--- config.mk ---
export PLATFORM = sky130hd
export DESIGN_NAME = tpic_store
export DESIGN_NICKNAME = d
export VERILOG_FILES = /design/src/hw/rtl/tustin_pi_controller_multichannel_unit_defines.svh /design/src/hw/rtl/tpic_pkg.sv /design/src/hw/rtl/tpic_ram.sv /design/src/hw/rtl/tpic_store.sv
export SDC_FILE = /design/constraint.sdc
export NUM_CORES = 1
export LEC_CHECK = 0
export BUFFER_PORTS_ARGS = -buffer_cell sky130_fd_sc_hd__clkbuf_2
export CAP_MARGIN = 40
export CORE_MARGIN = 4
export CORE_UTILIZATION = 50
export CTS_CLUSTER_DIAMETER = 120
export DETAILED_ROUTE_END_ITERATION = 10
export GPL_TIMING_DRIVEN = 0
export PLACE_DENSITY = 0.69
export SYNTH_ARGS = -nofsm -noshare
export SYNTH_HDL_FRONTEND = slang
export SYNTH_SLANG_ARGS = --single-unit
--- constraint.sdc ---
create_clock -name clk -period 4.2 [get_ports clk]
set_input_delay 0.21 -clock clk [delete_from_list [all_inputs] [get_ports clk]]
set_output_delay 0.21 -clock clk [all_outputs]
set_load 0.02 [all_outputs]
--- src/hw/rtl/tustin_pi_controller_multichannel_unit_defines.svh ---
// Assertion macros for the multichannel PI controller.
// Both macros sample on clk and are disabled while rst is high.
`ifndef TUSTIN_PI_CONTROLLER_MULTICHANNEL_UNIT_DEFINES_SVH
`define TUSTIN_PI_CONTROLLER_MULTICHANNEL_UNIT_DEFINES_SVH

`ifndef SYNTHESIS

// Consequent must hold in the same cycle as the antecedent.
`define TPIC_ASSERT_NOW(lbl, ante, cons) \
  lbl: assert property (@(posedge clk) disable iff (rst) (ante) |-> (cons)) \
    else $error("tpic check failed");

// Consequent must hold in the cycle after the antecedent.
`define TPIC_ASSERT_NEXT(lbl, ante, cons) \
  lbl: assert property (@(posedge clk) disable iff (rst) (ante) |=> (cons)) \
    else $error("tpic check failed");

`else

`define TPIC_ASSERT_NOW(lbl, ante, cons)
`define TPIC_ASSERT_NEXT(lbl, ante, cons)

`endif

`endif

--- src/hw/rtl/tpic_pkg.sv ---
package tpic_pkg;

  // Field widths
  localparam int DATA_W = 32;
  localparam int CH_W   = 2;

  // Default channel count
  localparam int NUM_CHANNELS_DEF = 4;

  // Arithmetic widths
  localparam int SUM_W      = DATA_W + 1;          // error + last error
  localparam int PRODI_W    = DATA_W + SUM_W;      // integral gain * |sum|
  localparam int PRODP_W    = DATA_W + DATA_W;     // prop gain * |error|
  localparam int INC_SHIFT  = 28;                  // Q4.28 fraction bits
  localparam int PROP_SHIFT = 16;                  // Q16.16 fraction bits
  localparam int RI_W       = PRODI_W - INC_SHIFT; // rounded increment magnitude
  localparam int RP_W       = PRODP_W - PROP_SHIFT - 1;
  localparam int INC_W      = RI_W + 1;
  localparam int PROP_W     = RP_W + 1;
  localparam int ACC_W      = 50;

  // Latency of the product pipeline
  localparam int MAC_LAT = 5;

  // Register reset values
  localparam logic [DATA_W-1:0]        PROP_GAIN_RST     = 32'h0001_0000;
  localparam logic [DATA_W-1:0]        INTEGRAL_GAIN_RST = 32'h0000_0000;
  localparam logic signed [DATA_W-1:0] LIMIT_HIGH_RST    = 32'sh7FFF_FFFF;
  localparam logic signed [DATA_W-1:0] LIMIT_LOW_RST     = 32'sh8000_0000;

  // Register indexes
  typedef enum logic [1:0] {
    REG_PROP_GAIN     = 2'd0,
    REG_INTEGRAL_GAIN = 2'd1,
    REG_LIMIT_HIGH    = 2'd2,
    REG_LIMIT_LOW     = 2'd3
  } tpic_reg_e;

  // Clamp codes
  typedef enum logic [1:0] {
    CLAMP_NONE = 2'd0,
    CLAMP_HIGH = 2'd1,
    CLAMP_LOW  = 2'd2
  } tpic_clamp_e;

  typedef struct packed {
    logic [CH_W-1:0]          channel;
    logic signed [DATA_W-1:0] error_in;
  } tpic_in_t;

  typedef struct packed {
    logic [CH_W-1:0]          channel_out;
    logic signed [DATA_W-1:0] drive_out;
    tpic_clamp_e              clamp_state;
  } tpic_out_t;

  // Rounded, signed products
  typedef struct packed {
    logic signed [INC_W-1:0]  inc;
    logic signed [PROP_W-1:0] prop;
  } tpic_prod_t;

  // Per-stage control tag
  typedef struct packed {
    logic            valid;
    logic            live;   // channel has state storage
    logic [CH_W-1:0] ch;
  } tpic_tag_t;

  // Saturate a wide signed value to 32 bits
  function automatic logic signed [DATA_W-1:0] tpic_sat32(
    input logic signed [ACC_W-1:0] v
  );
    logic signed [ACC_W-1:0] vmax;
    logic signed [ACC_W-1:0] vmin;
    vmax = ACC_W'(LIMIT_HIGH_RST);
    vmin = ACC_W'(LIMIT_LOW_RST);
    if (v > vmax) begin
      return LIMIT_HIGH_RST;
    end else if (v < vmin) begin
      return LIMIT_LOW_RST;
    end else begin
      return v[DATA_W-1:0];
    end
  endfunction

endpackage

--- src/hw/rtl/tpic_ram.sv ---
module tpic_ram #(
  parameter int WIDTH = 32,
  parameter int DEPTH = 4,
  parameter int AW    = (DEPTH > 1) ? $clog2(DEPTH) : 1
) (
  input  logic             clk,
  input  logic             we,
  input  logic [AW-1:0]    waddr,
  input  logic [WIDTH-1:0] wdata,
  input  logic             re,
  input  logic [AW-1:0]    raddr,
  output logic [WIDTH-1:0] rdata
);

  logic [WIDTH-1:0] mem [DEPTH];

  // Single write port, registered read port
  always_ff @(posedge clk) begin
    if (we) begin
      mem[waddr] <= wdata;
    end
    if (re) begin
      rdata <= mem[raddr];
    end
  end

endmodule

--- src/hw/rtl/tpic_store.sv ---
module tpic_store import tpic_pkg::*; #(
  parameter int DEPTH = NUM_CHANNELS_DEF,
  parameter int AW    = (DEPTH > 1) ? $clog2(DEPTH) : 1,
  parameter int W     = DATA_W
) (
  input  logic          clk,
  input  logic          rst,
  input  logic          en,       // read strobe, pipeline advance
  input  logic [AW-1:0] rd_addr,
  input  logic          rd_live,  // entry exists; otherwise reads zero
  input  logic          wr_en,
  input  logic [AW-1:0] wr_addr,
  input  logic [W-1:0]  wr_data,
  output logic [W-1:0]  rd_data
);

  logic [W-1:0]     ram_q;
  logic [DEPTH-1:0] vbits;
  logic             vbit_q;
  logic             live_q;
  logic             fwd_hit_q;
  logic [W-1:0]     fwd_data_q;

  tpic_ram #(
    .WIDTH (W),
    .DEPTH (DEPTH),
    .AW    (AW)
  ) u_ram (
    .clk   (clk),
    .we    (wr_en),
    .waddr (wr_addr),
    .wdata (wr_data),
    .re    (en),
    .raddr (rd_addr),
    .rdata (ram_q)
  );

  // Written-entry flags; unwritten entries read as zero
  always_ff @(posedge clk) begin
    if (rst) begin
      vbits <= '0;
    end else if (wr_en) begin
      vbits[wr_addr] <= 1'b1;
    end
  end

  // Read-side control, plus bypass of a write to the entry being read
  always_ff @(posedge clk) begin
    if (rst) begin
      vbit_q    <= 1'b0;
      live_q    <= 1'b0;
      fwd_hit_q <= 1'b0;
    end else if (en) begin
      vbit_q    <= vbits[rd_addr];
      live_q    <= rd_live;
      fwd_hit_q <= wr_en && (wr_addr == rd_addr);
    end
  end

  always_ff @(posedge clk) begin
    if (en) begin
      fwd_data_q <= wr_data;
    end
  end

  always_comb begin
    if (!live_q) begin
      rd_data = '0;
    end else if (fwd_hit_q) begin
      rd_data = fwd_data_q;
    end else if (vbit_q) begin
      rd_data = ram_q;
    end else begin
      rd_data = '0;
    end
  end

endmodule

* Word-level counts from Yosys, hierarchy flattened *
Memories as Yosys holds them, arrays and structs flattened. A register that Yosys moved wholly into a read port is not among the register bits.
Cells that the tools add are included.

word-level totals
  bits of input ports = 41
  word-level logic and storage cells = 22
  bits in writable memories = 128
  register bits = 39
  memories kept = 1
  output and inout port bits = 32

memory list
  name       depth  width  read ports  clocked after memory_dff  wr ports  line            source
  u_ram.mem  4      32     1           1                         1         tpic_ram.sv:15  logic [WIDTH-1:0] mem [DEPTH];

operators by class
  eq/ne operators = 1
  reductions and logical operators = 2
  bitwise operators = 1
  magnitude comparators = 3
  mux-type cells = 9

operators by type and width
  operator                                                           number
  two-way mux 32 bit                                                 3
  < comparator 2 x 3 -> 1 bit, second input constant                 2
  two-way mux 1 bit                                                  4
  bitwise OR 4 bit                                                   1
  binary-select mux 1 bit (select 2 bit)                             1
  demux 1 bit (select 2 bit)                                         1
  == test 2 bit                                                      1
  greater-or-equal comparator 2 x 1 -> 1 bit, second input constant  1
  logical AND 1 bit                                                  2

* Longest topological paths before layout *
Gate-level depths: netlist of the first run.

  depth in word-level cells = 5
  gate-level depth with buffers = 4
  gate-level depth less buffers = 2

* By module *
Synthesis of the first run repeated with hierarchy kept, for this count alone.

unflattened totals
  cell total of the unflattened synthesis = 377
  area, all modules = 7,601.0 sq um

modules (own cells, without submodules)
  module      cells each  instances  area each (sq um)
  tpic_ram    203         1          5,650.4
  tpic_store  174         1          1,950.6

* Worst setup path before layout of the first run *
No wires, ideal clock.

  path kind = input to register
  from = in wr_addr[0]
  to = mem u_ram.mem[0][0], enable pin
  arrival = 2,667 ps
  stages on the path = 1
  slack = 1,062 ps
  data required time = 3,729 ps
  path buffers = 0
  setup time = 471 ps
  path through = nor3b_1

RTL lines
  item                line              source
  start: declaration  tpic_store.sv:12  input logic [AW-1:0] wr_addr,
  end: declaration    tpic_ram.sv:15

Straight into the memory's write port.

* Worst setup path after layout of the first run *
  from = reg fwd_hit_q
  to = out rd_data[31]

between the ends
  longest elaborated chain between the ends = 2

ends and longest elaborated chain
  item                      line              source
  start: declaration        tpic_store.sv:21  logic fwd_hit_q;
  start signal: assignment  tpic_store.sv:56  fwd_hit_q <= wr_en && (wr_addr == rd_addr);
  two-way mux 32 bit        tpic_store.sv:69  end else if (fwd_hit_q) begin
  two-way mux 32 bit        tpic_store.sv:67  if (!live_q) begin
  end: declaration          tpic_store.sv:14  output logic [W-1:0] rd_data

No other way between the ends.

==> flow_summary.ini, run 1 <==
[status]
status = finished clean

[layout]
layout.area.seq_um2 = 5906
multi_input_area_um2 = 1628
layout.nets = 511
area_delta_synth_final_pct = 16.29
n_fill_cell = 1093
diodes = 0
drive_above_1_share = 0.2464
final_cell_count_no_fill = 667

[die]
initial_core_util = 0.5192
io_pins = 73
die_height_um = 131.8
coreArea_um2 = 14750
rows = 44
fp.dieArea_um2 = 17360
die_w_um = 131.8

[sta]
skew_ns = 0.006552
hold_viol_final = 0
fin_hold_ws_ns = 0.01722
layout_min_cycle_time_ns = 2.284
rsz0062_at_grt = false
slew_headroom = 0.6122
finalCritPeriodShare = 0.5439
finalSetupViolCount = 0
slew_violations = 0
fmax_mhz = 437.8
tightest_slew_ns = 0.5792

[worst_setup_path]
crit_fanout = 10
worst_setup_path_start_kind = flop
cp.required_ns = 3.99
cp-end-kind = output port
cp.arrival_ns = 2.07
worstSetupPathType = reg -> out

[clocking]
cts_hold_buf = 0
cts_resized = 0
tritoncts = done
cts_root_buffer = clkbuf_16
clock_sinks = 199
ctsLongestPathBuffers = 2
numCtsBuffers = 17
cts.clk_slew.worst_paths_ns = 0.07
htree_levels = 4
worstSkewPairLatency_ns = 0.43
postCtsSetupBuffers = 0

[place]
portBuffers = 69
gp_congestion = 0.6885
dp_hpwl_um = 8974
dp_cells = 635

[global_route]
use_met2 = 0.2762
grt_first_pass_wirelength_um = 22590
antenna_found_initial = 0
gr-usage-met3 = 0.04122
met1_usage = 0.2299
overflow = 0
grt_max_degree = 39
grt_pass1_vias = 3998
grt.busiest_layer = met2
grtUsageTotal = 0.1730

[logic_synthesis]
synth_commonest_cells = 192 x edfxtp_1, 34 x nand3b_1, 32 x a21boi_0, 32 x mux4_1, 32 x nand2_1
synthArstFlopShare = 0
synth_cells = 374
ys_warn_count = 0
postSynthAreaPerCell_um2 = 20.48
synthMostInstantiatedCell = edfxtp_1
synthFlopType = edfxtp_1
synth_nets = 415
netlist.area_leader.share = 0.7527
ys_top_cells_by_area = edfxtp_1 75%, mux4_1 11%, nand3b_1 3.3%
synth_top_area_cell = edfxtp_1
synth_edf_count = 192
ys_seq_area_frac = 0.7710
ys_ff_latch = 199
synth.distinct_cells = 23
syn_area_um2 = 7660

[power]
powerDensity_nw_per_um2 = 451.4
vdd_drop_max_mv = 0.2898
p_leak_uw = 0.003038

[drt]
drc = 0
drt-initial-drc-count = 279
ant_nets = 0
wl_per_cell_um = 21.40
drt_pass1_iterations = 4
drt_wl_total_um = 14280
num_vias = 3721
via_per_inst = 5.579

[hold_path]
holdCritPathClass = in -> reg

[run]
drv_cap = 0
flip-flops by register name (all words and copies together) (netlist names):
name / flops
vbit_q: 1
fwd_data_q: 32
fwd_hit_q: 1
live_q: 1
u_ram.mem: 128
vbits: 4
u_ram.rdata: 32
worst max-delay path: stages (launching register included):
cell and delay (ns):
dfxtp_1 0.32, buf_2 0.21, clkbuf_1 0.45, nand2_1 0.10, a21boi_0 0.34, clkbuf_2 0.24
path summary, 6_finish.rpt:
path | start | endpoint | slack (ns) | cells after the start
worst max-delay path | fwd_hit_q$_SDFFE_PP0P_ | rd_data[31] | 1.92 | 5
worst min-delay path | wr_data[25] | u_ram.mem[1][25]$_DFFE_PP_ | 0.02 | 1
worst max register to register | fwd_hit_q$_SDFFE_PP0P_ | fwd_hit_q$_SDFFE_PP0P_ | 2.96 | 3
worst min register to register | vbits[1]$_SDFFE_PP0P_ | vbits[1]$_SDFFE_PP0P_ | 0.48 | 2
cell type report:
type / instances / share of cell area
Clock inverter: 5 / 0.005619
Tap cell: 184 / 0.02585
Timing Repair Buffer: 77 / 0.05352
Buffer: 23 / 0.01419
Sequential cell: 199 / 0.6630
Multi-Input combinational cell: 150 / 0.1828
Clock buffer: 27 / 0.05422
Inverter: 2 / 0.0008428
placed cells by master, fill, tap and decap left out, drive strengths merged, types with 3 or more instances in the layout:
master  instances
edfxtp        192
clkbuf        107
nand3b         34
mux4           32
nand2          32
a21boi         32
buf            20
dfxtp           7
nor2            3
mux2i           3
clkinv          3
per-layer routing:
layer,share of wire,vias up
met5,0,-
li1,-,1720
met3,0.045,26
met4,0.024,0
met1,0.43,1865
met2,0.50,110
cell families after synthesis:
kind of cell,after synthesis,synth area share
compound gates,38,0.03871
xor+xnor,2,0.002287
buf+inv,25,0.01748
flops,199,0.7710
mux,35,0.1137
simple gates,75,0.05685
per-stage QoR:
step	area (um2)	utilization	total power (uW)	setup TNS (ns)	worst slack, ns
4_1_cts	8907	0.6037	4048	0	1.837
6_report	8907	0.6037	4021	0	1.916
3_5_place_dp	8374	0.5676	2583	0	2.303
2_1_floorplan	7660	-	2474	0	1.062
5_1_grt	8907	0.6037	4149	0	1.733
3_3_place_gp	8235	0.5582	2559	-42.31	-1.288
where the power goes:
| group | internal (uW) | total, uW | switching (uW) |
|---|---|---|---|
| registers | 2300 | 2330 | 27.2 |
| logic | 89.2 | 204 | 115 |
| clock network | 845 | 1480 | 640 |
No activity file was read; power rests on OpenSTA's default activity.
==> run 2: changes to the inputs <==
Clock period 4.2 ns to 2.39 ns, I/O delays scaled along.
==> run 2 against run 1 <==
- wire length hardly changed
- clock-buffer cell count shrank 3
- global-route usage fell by 0.15 points
- hold slack improved by 0.025 ns
- critical endpoint is now rd_data[2]
- largest cell class unchanged
==> flow_summary.ini, run 2 (synthesized netlist as in run 1, its figures left out) <==
[sta]
layout_min_cycle_time_ns = 2.218
fin_hold_ws_ns = 0.04178
fmax_mhz = 450.9
slew_violations = 0
hold_viol_final = 0
finalCritPeriodShare = 0.9280
slew_headroom = 0.3986
finalSetupViolCount = 0
skew_ns = 0.004634
tightest_slew_ns = 0.9012
rsz0062_at_grt = false

[clocking]
tritoncts = done
numCtsBuffers = 17
htree_levels = 4
cts.clk_slew.worst_paths_ns = 0.06
worstSkewPairLatency_ns = 0.42
ctsLongestPathBuffers = 2
clock_sinks = 199
cts_root_buffer = clkbuf_16
cts_resized = 0

[layout]
final_core_util = 0.6271
drive_above_1_share = 0.2393
final_common_cell = edfxtp_1
area_delta_synth_final_pct = 20.79
top_register = u_ram.mem
largest_reg_flops = 128
postLayoutCellArea_um2 = 9253
final_cell_mix = 192 x edfxtp_1, 68 x clkbuf_2, 34 x nand3b_1
reg_top3 = u_ram.mem (128), fwd_data_q (32), u_ram.rdata (32)
final_cell_count_no_fill = 699
layout.nets = 542

[place]
placed_area_um2 = 8389
dp_hpwl_um = 8766
gp_congestion = 0.7226
dp_cells = 633
portBuffers = 69

[drt]
drc = 0
wl_per_cell_um = 20.44
drt-initial-drc-count = 275
drt_wl_total_um = 14290
drt_pass1_iterations = 4
via_per_inst = 5.505
ant_nets = 0
num_vias = 3848

[die]
fp.dieArea_um2 = 17360
rows = 44
initial_core_util = 0.5192
die_height_um = 131.8
die_w_um = 131.8
io_pins = 73
coreArea_um2 = 14750

[global_route]
overflow = 0
antenna_found_initial = 1
grt_max_degree = 52
grt_first_pass_wirelength_um = 22390
grtUsageTotal = 0.1714
grt_pass1_vias = 4060

[power]
powerDensity_nw_per_um2 = 761.3
p_leak_uw = 0.003181
clock_power_share = 0.361
switching_share = 0.1977
power_frac_comb = 0.058
power_switching_uw = 1393
intPower_uw = 5651
p_seq_frac = 0.581
vdd_drop_max_mv = 0.5324

[hold_path]
holdCritPathClass = in -> reg

[run]
drv_cap = 0

[worst_setup_path]
worstSetupPathType = reg -> out
cp.required_ns = 2.27
cp.arrival_ns = 2.10
worst_setup_path_start_kind = flop
cp-end-kind = output port
crit_fanout = 10

[status]
status = finished clean
[run 2: cell types whose count changed in the layout (fill, tap and decap cells not counted), moves of 2 or more]
cell / previous run / this run
dlygate4sd3_1: 0 / 33
clkbuf_1: 19 / 15
clkinv_1: 2 / 0
clkinv_2: 1 / 5
buf_4: 3 / 0
[run 2: path summary, 6_finish.rpt]
check,start,cells after the start,endpoint,slack (ns)
hold reg to reg,vbits[1]$_SDFFE_PP0P_,2,vbits[1]$_SDFFE_PP0P_,0.46
setup reg to reg,fwd_hit_q$_SDFFE_PP0P_,3,fwd_hit_q$_SDFFE_PP0P_,1.06
hold / removal,wr_en,3,vbits[3]$_SDFFE_PP0P_,0.04
setup / recovery,fwd_hit_q$_SDFFE_PP0P_,5,rd_data[2],0.17
[run 2: what timing repair did]
action,in CTS,in global routing
hold buffers,33,0
buffers inserted,0,0
endpoints found under the hold margin,161,0
[run 2: power by group through the flow]
stage	clock, uW	combinational (uW)	sequential, uW
2_1_floorplan	0	191	4160
3_3_place_gp	0	328	4170
3_5_place_dp	0	368	4170
4_1_cts	2590	413	4100
5_1_grt	2750	443	4110
6_report	2540	406	4100
[run 2: layout make-up]
cell class / instances / area [um2]
sequential: 199 / 5906
fill: 1042 / 5502
multi-input combinational: 150 / 1634
timing repair buffer: 108 / 815.8
clock buffer: 24 / 481.7
tap: 184 / 230.2
buffer: 23 / 126.4
clock inverter: 8 / 48.80
inverter: 2 / 7.507
antenna: 1 / 2.502
[run 2: per-stage QoR]
stage	setup TNS (ns)	setup slack [ns]	power (uW)
after floorplan	0	0.5124	4348
after global placement	-23.01	-0.7024	4495
after detailed placement	0	0.6340	4539
after CTS	0	0.1740	7096
after global routing	0	0.01366	7299
final	0	0.1722	7044
[run 2: layer usage]
layer,global-route usage,up-vias,wire length [um]
met3,0.04008,11,683
met5,0,-,0
met4,0.07235,0,172
li1,-,1787,-
met2,0.2802,94,7337
met1,0.2234,1956,6093
[run 2: critical path, cell delays in order (launching register included)]
cell and delay [ns]:
dfxtp_1 0.33, buf_2 0.21, clkbuf_1 0.47, nand2_1 0.12, a21boi_0 0.32, clkbuf_2 0.24
==> run 3: changes to the inputs <==
Settings changed: CTS_CLUSTER_SIZE set to 25, RECOVER_POWER set to 25.
==> run 3 against run 2 <==
- design area shrank 0.28%
- final cell count is the same
- clock-buffer cell count is the same
- hold slack lost 0.0018 ns
- sequential power is essentially flat
- core utilization shrank 0.18 points
- worst setup slack lost 0.0023 ns
- clock power is essentially flat
- critical endpoint unchanged
- highest routed layer unchanged
==> flow_summary.ini, run 3 (synthesized netlist as in run 1, its figures left out) <==
[status]
status = finished clean

[drt]
num_vias = 3843
via_per_inst = 5.498
drt-initial-drc-count = 271
drc = 0
ant_nets = 0
drt_wl_total_um = 14320
wl_per_cell_um = 20.48
drt_pass1_iterations = 4

[clocking]
worstSkewPairLatency_ns = 0.42
numCtsBuffers = 17
ctsLongestPathBuffers = 2
cts_root_buffer = clkbuf_16
htree_levels = 4
cts_resized = 0
tritoncts = done
postCtsSetupBuffers = 0
clock_sinks = 199
cts.clk_slew.worst_paths_ns = 0.07

[worst_setup_path]
crit_path_start = fwd_hit_q$_SDFFE_PP0P_
timing.rr.start = fwd_hit_q$_SDFFE_PP0P_
crit_fanout = 10
r2r-end = fwd_hit_q$_SDFFE_PP0P_
worstSetupPathType = reg -> out
worst_setup_path_start_kind = flop
cp.required_ns = 2.27
cp.arrival_ns = 2.10
r2r_slack_ns = 1.06
r2r_cells = 3
cp-end-kind = output port

[layout]
final_cell_mix = 192 x edfxtp_1, 50 x clkbuf_2, 34 x clkbuf_1, 34 x nand3b_1, 33 x dlygate4sd3_1
layout.nets = 542
top_register = u_ram.mem
final_core_util = 0.6253
postLayoutCellArea_um2 = 9226
area_delta_synth_final_pct = 20.45
reg_top3 = u_ram.mem (128), fwd_data_q (32), u_ram.rdata (32)
largest_reg_flops = 128
final_common_cell = edfxtp_1
drive_above_1_share = 0.2023

[power]
p_total_uw = 7039
p_leak_uw = 0.003124
powerDensity_nw_per_um2 = 762.9
vdd_drop_max_mv = 0.5318

[die]
io_pins = 73
fp.dieArea_um2 = 17360
rows = 44
die_height_um = 131.8
initial_core_util = 0.5192
die_w_um = 131.8
coreArea_um2 = 14750

[global_route]
grt_max_degree = 52
grtUsageTotal = 0.1714
grt_first_pass_wirelength_um = 22390
grt_pass1_vias = 4060
antenna_found_initial = 1
overflow = 0

[place]
gp_congestion = 0.7226
placed_area_um2 = 8389
dp_hpwl_um = 8766
portBuffers = 69

[hold_path]
holdCritPathClass = in -> reg
hold_end = vbits[3]$_SDFFE_PP0P_
worstHoldPathCells = 3
min-delay-start = wr_en

[run]
drv_cap = 0

[sta]
fmax_mhz = 450.4
rsz0062_at_grt = false
slew_headroom = 0.1803
finalCritPeriodShare = 0.9289
skew_ns = 0.004740
layout_min_cycle_time_ns = 2.220
tightest_slew_ns = 1.229
hold_viol_final = 0
slew_violations = 0
finalSetupViolCount = 0
==> run 3: per-layer routing <==
metal / up-vias / track usage / share of wire
met1: 1956 / 0.2234 / 0.43
met2: 91 / 0.2802 / 0.51
met4: 0 / 0.07235 / 0.013
met3: 12 / 0.04008 / 0.043
met5: - / 0 / 0
li1: 1784 / - / -
==> run 3: cell type report <==
class                   instances  area (um2)
repair buffers                108       789.5
multi-input cells             150        1634
inverters                       2       7.507
plain buffers                  23       126.4
clock buffers                  24       481.7
diodes                          1       2.502
flip-flops and latches        199        5906
well taps                     184       230.2
fillers                      1054        5528
clock inverters                 8       48.80
==> run 3: per-stage QoR <==
| step | hold WS (ns) | TNS, ns | std cells | setup WS, ns |
|---|---|---|---|---|
| after global routing | 0.06171 | 0 | 699 | 0.01366 |
| after detailed placement | 0.3555 | 0 | 633 | 0.6340 |
| after global placement | 0.3476 | -23.01 | 627 | -0.7024 |
| final | 0.04002 | 0 | 699 | 0.1699 |
| after CTS | 0.01185 | 0 | 698 | 0.1740 |
| after floorplan | 0.2184 | 0 | 374 | 0.5124 |
==> run 3: worst max path at each step <==
stage / to / depth (start not counted)
6_report: rd_data[2] / 5
5_1_grt: rd_data[2] / 5
4_1_cts: rd_data[21] / 5
3_5_place_dp: rd_data[21] / 5
3_3_place_gp: u_ram.mem[0][17]$_DFFE_PP_ / 2
2_1_floorplan: u_ram.mem[0][0]$_DFFE_PP_ / 1
==> run 3: what timing repair did <==
item / in CTS / in global routing
setup endpoints to repair: 0 / 0
hold buffers: 33 / 0
hold endpoints to repair: 161 / 0
==> run 3: critical path, stage by stage, from the launching register on <==
cell	delay, ns
dfxtp_1	0.33
buf_2	0.21
clkbuf_1	0.47
nand2_1	0.12
a21boi_0	0.32
clkbuf_2	0.24
==> run 3: report_power, final <==
| group | internal [uW] | switching, uW | leakage (uW) |
|---|---|---|---|
| combinational | 190 | 212 | 0.00100 |
| sequential | 4050 | 45.6 | 0.00186 |
| clock | 1410 | 1130 | 0.000260 |
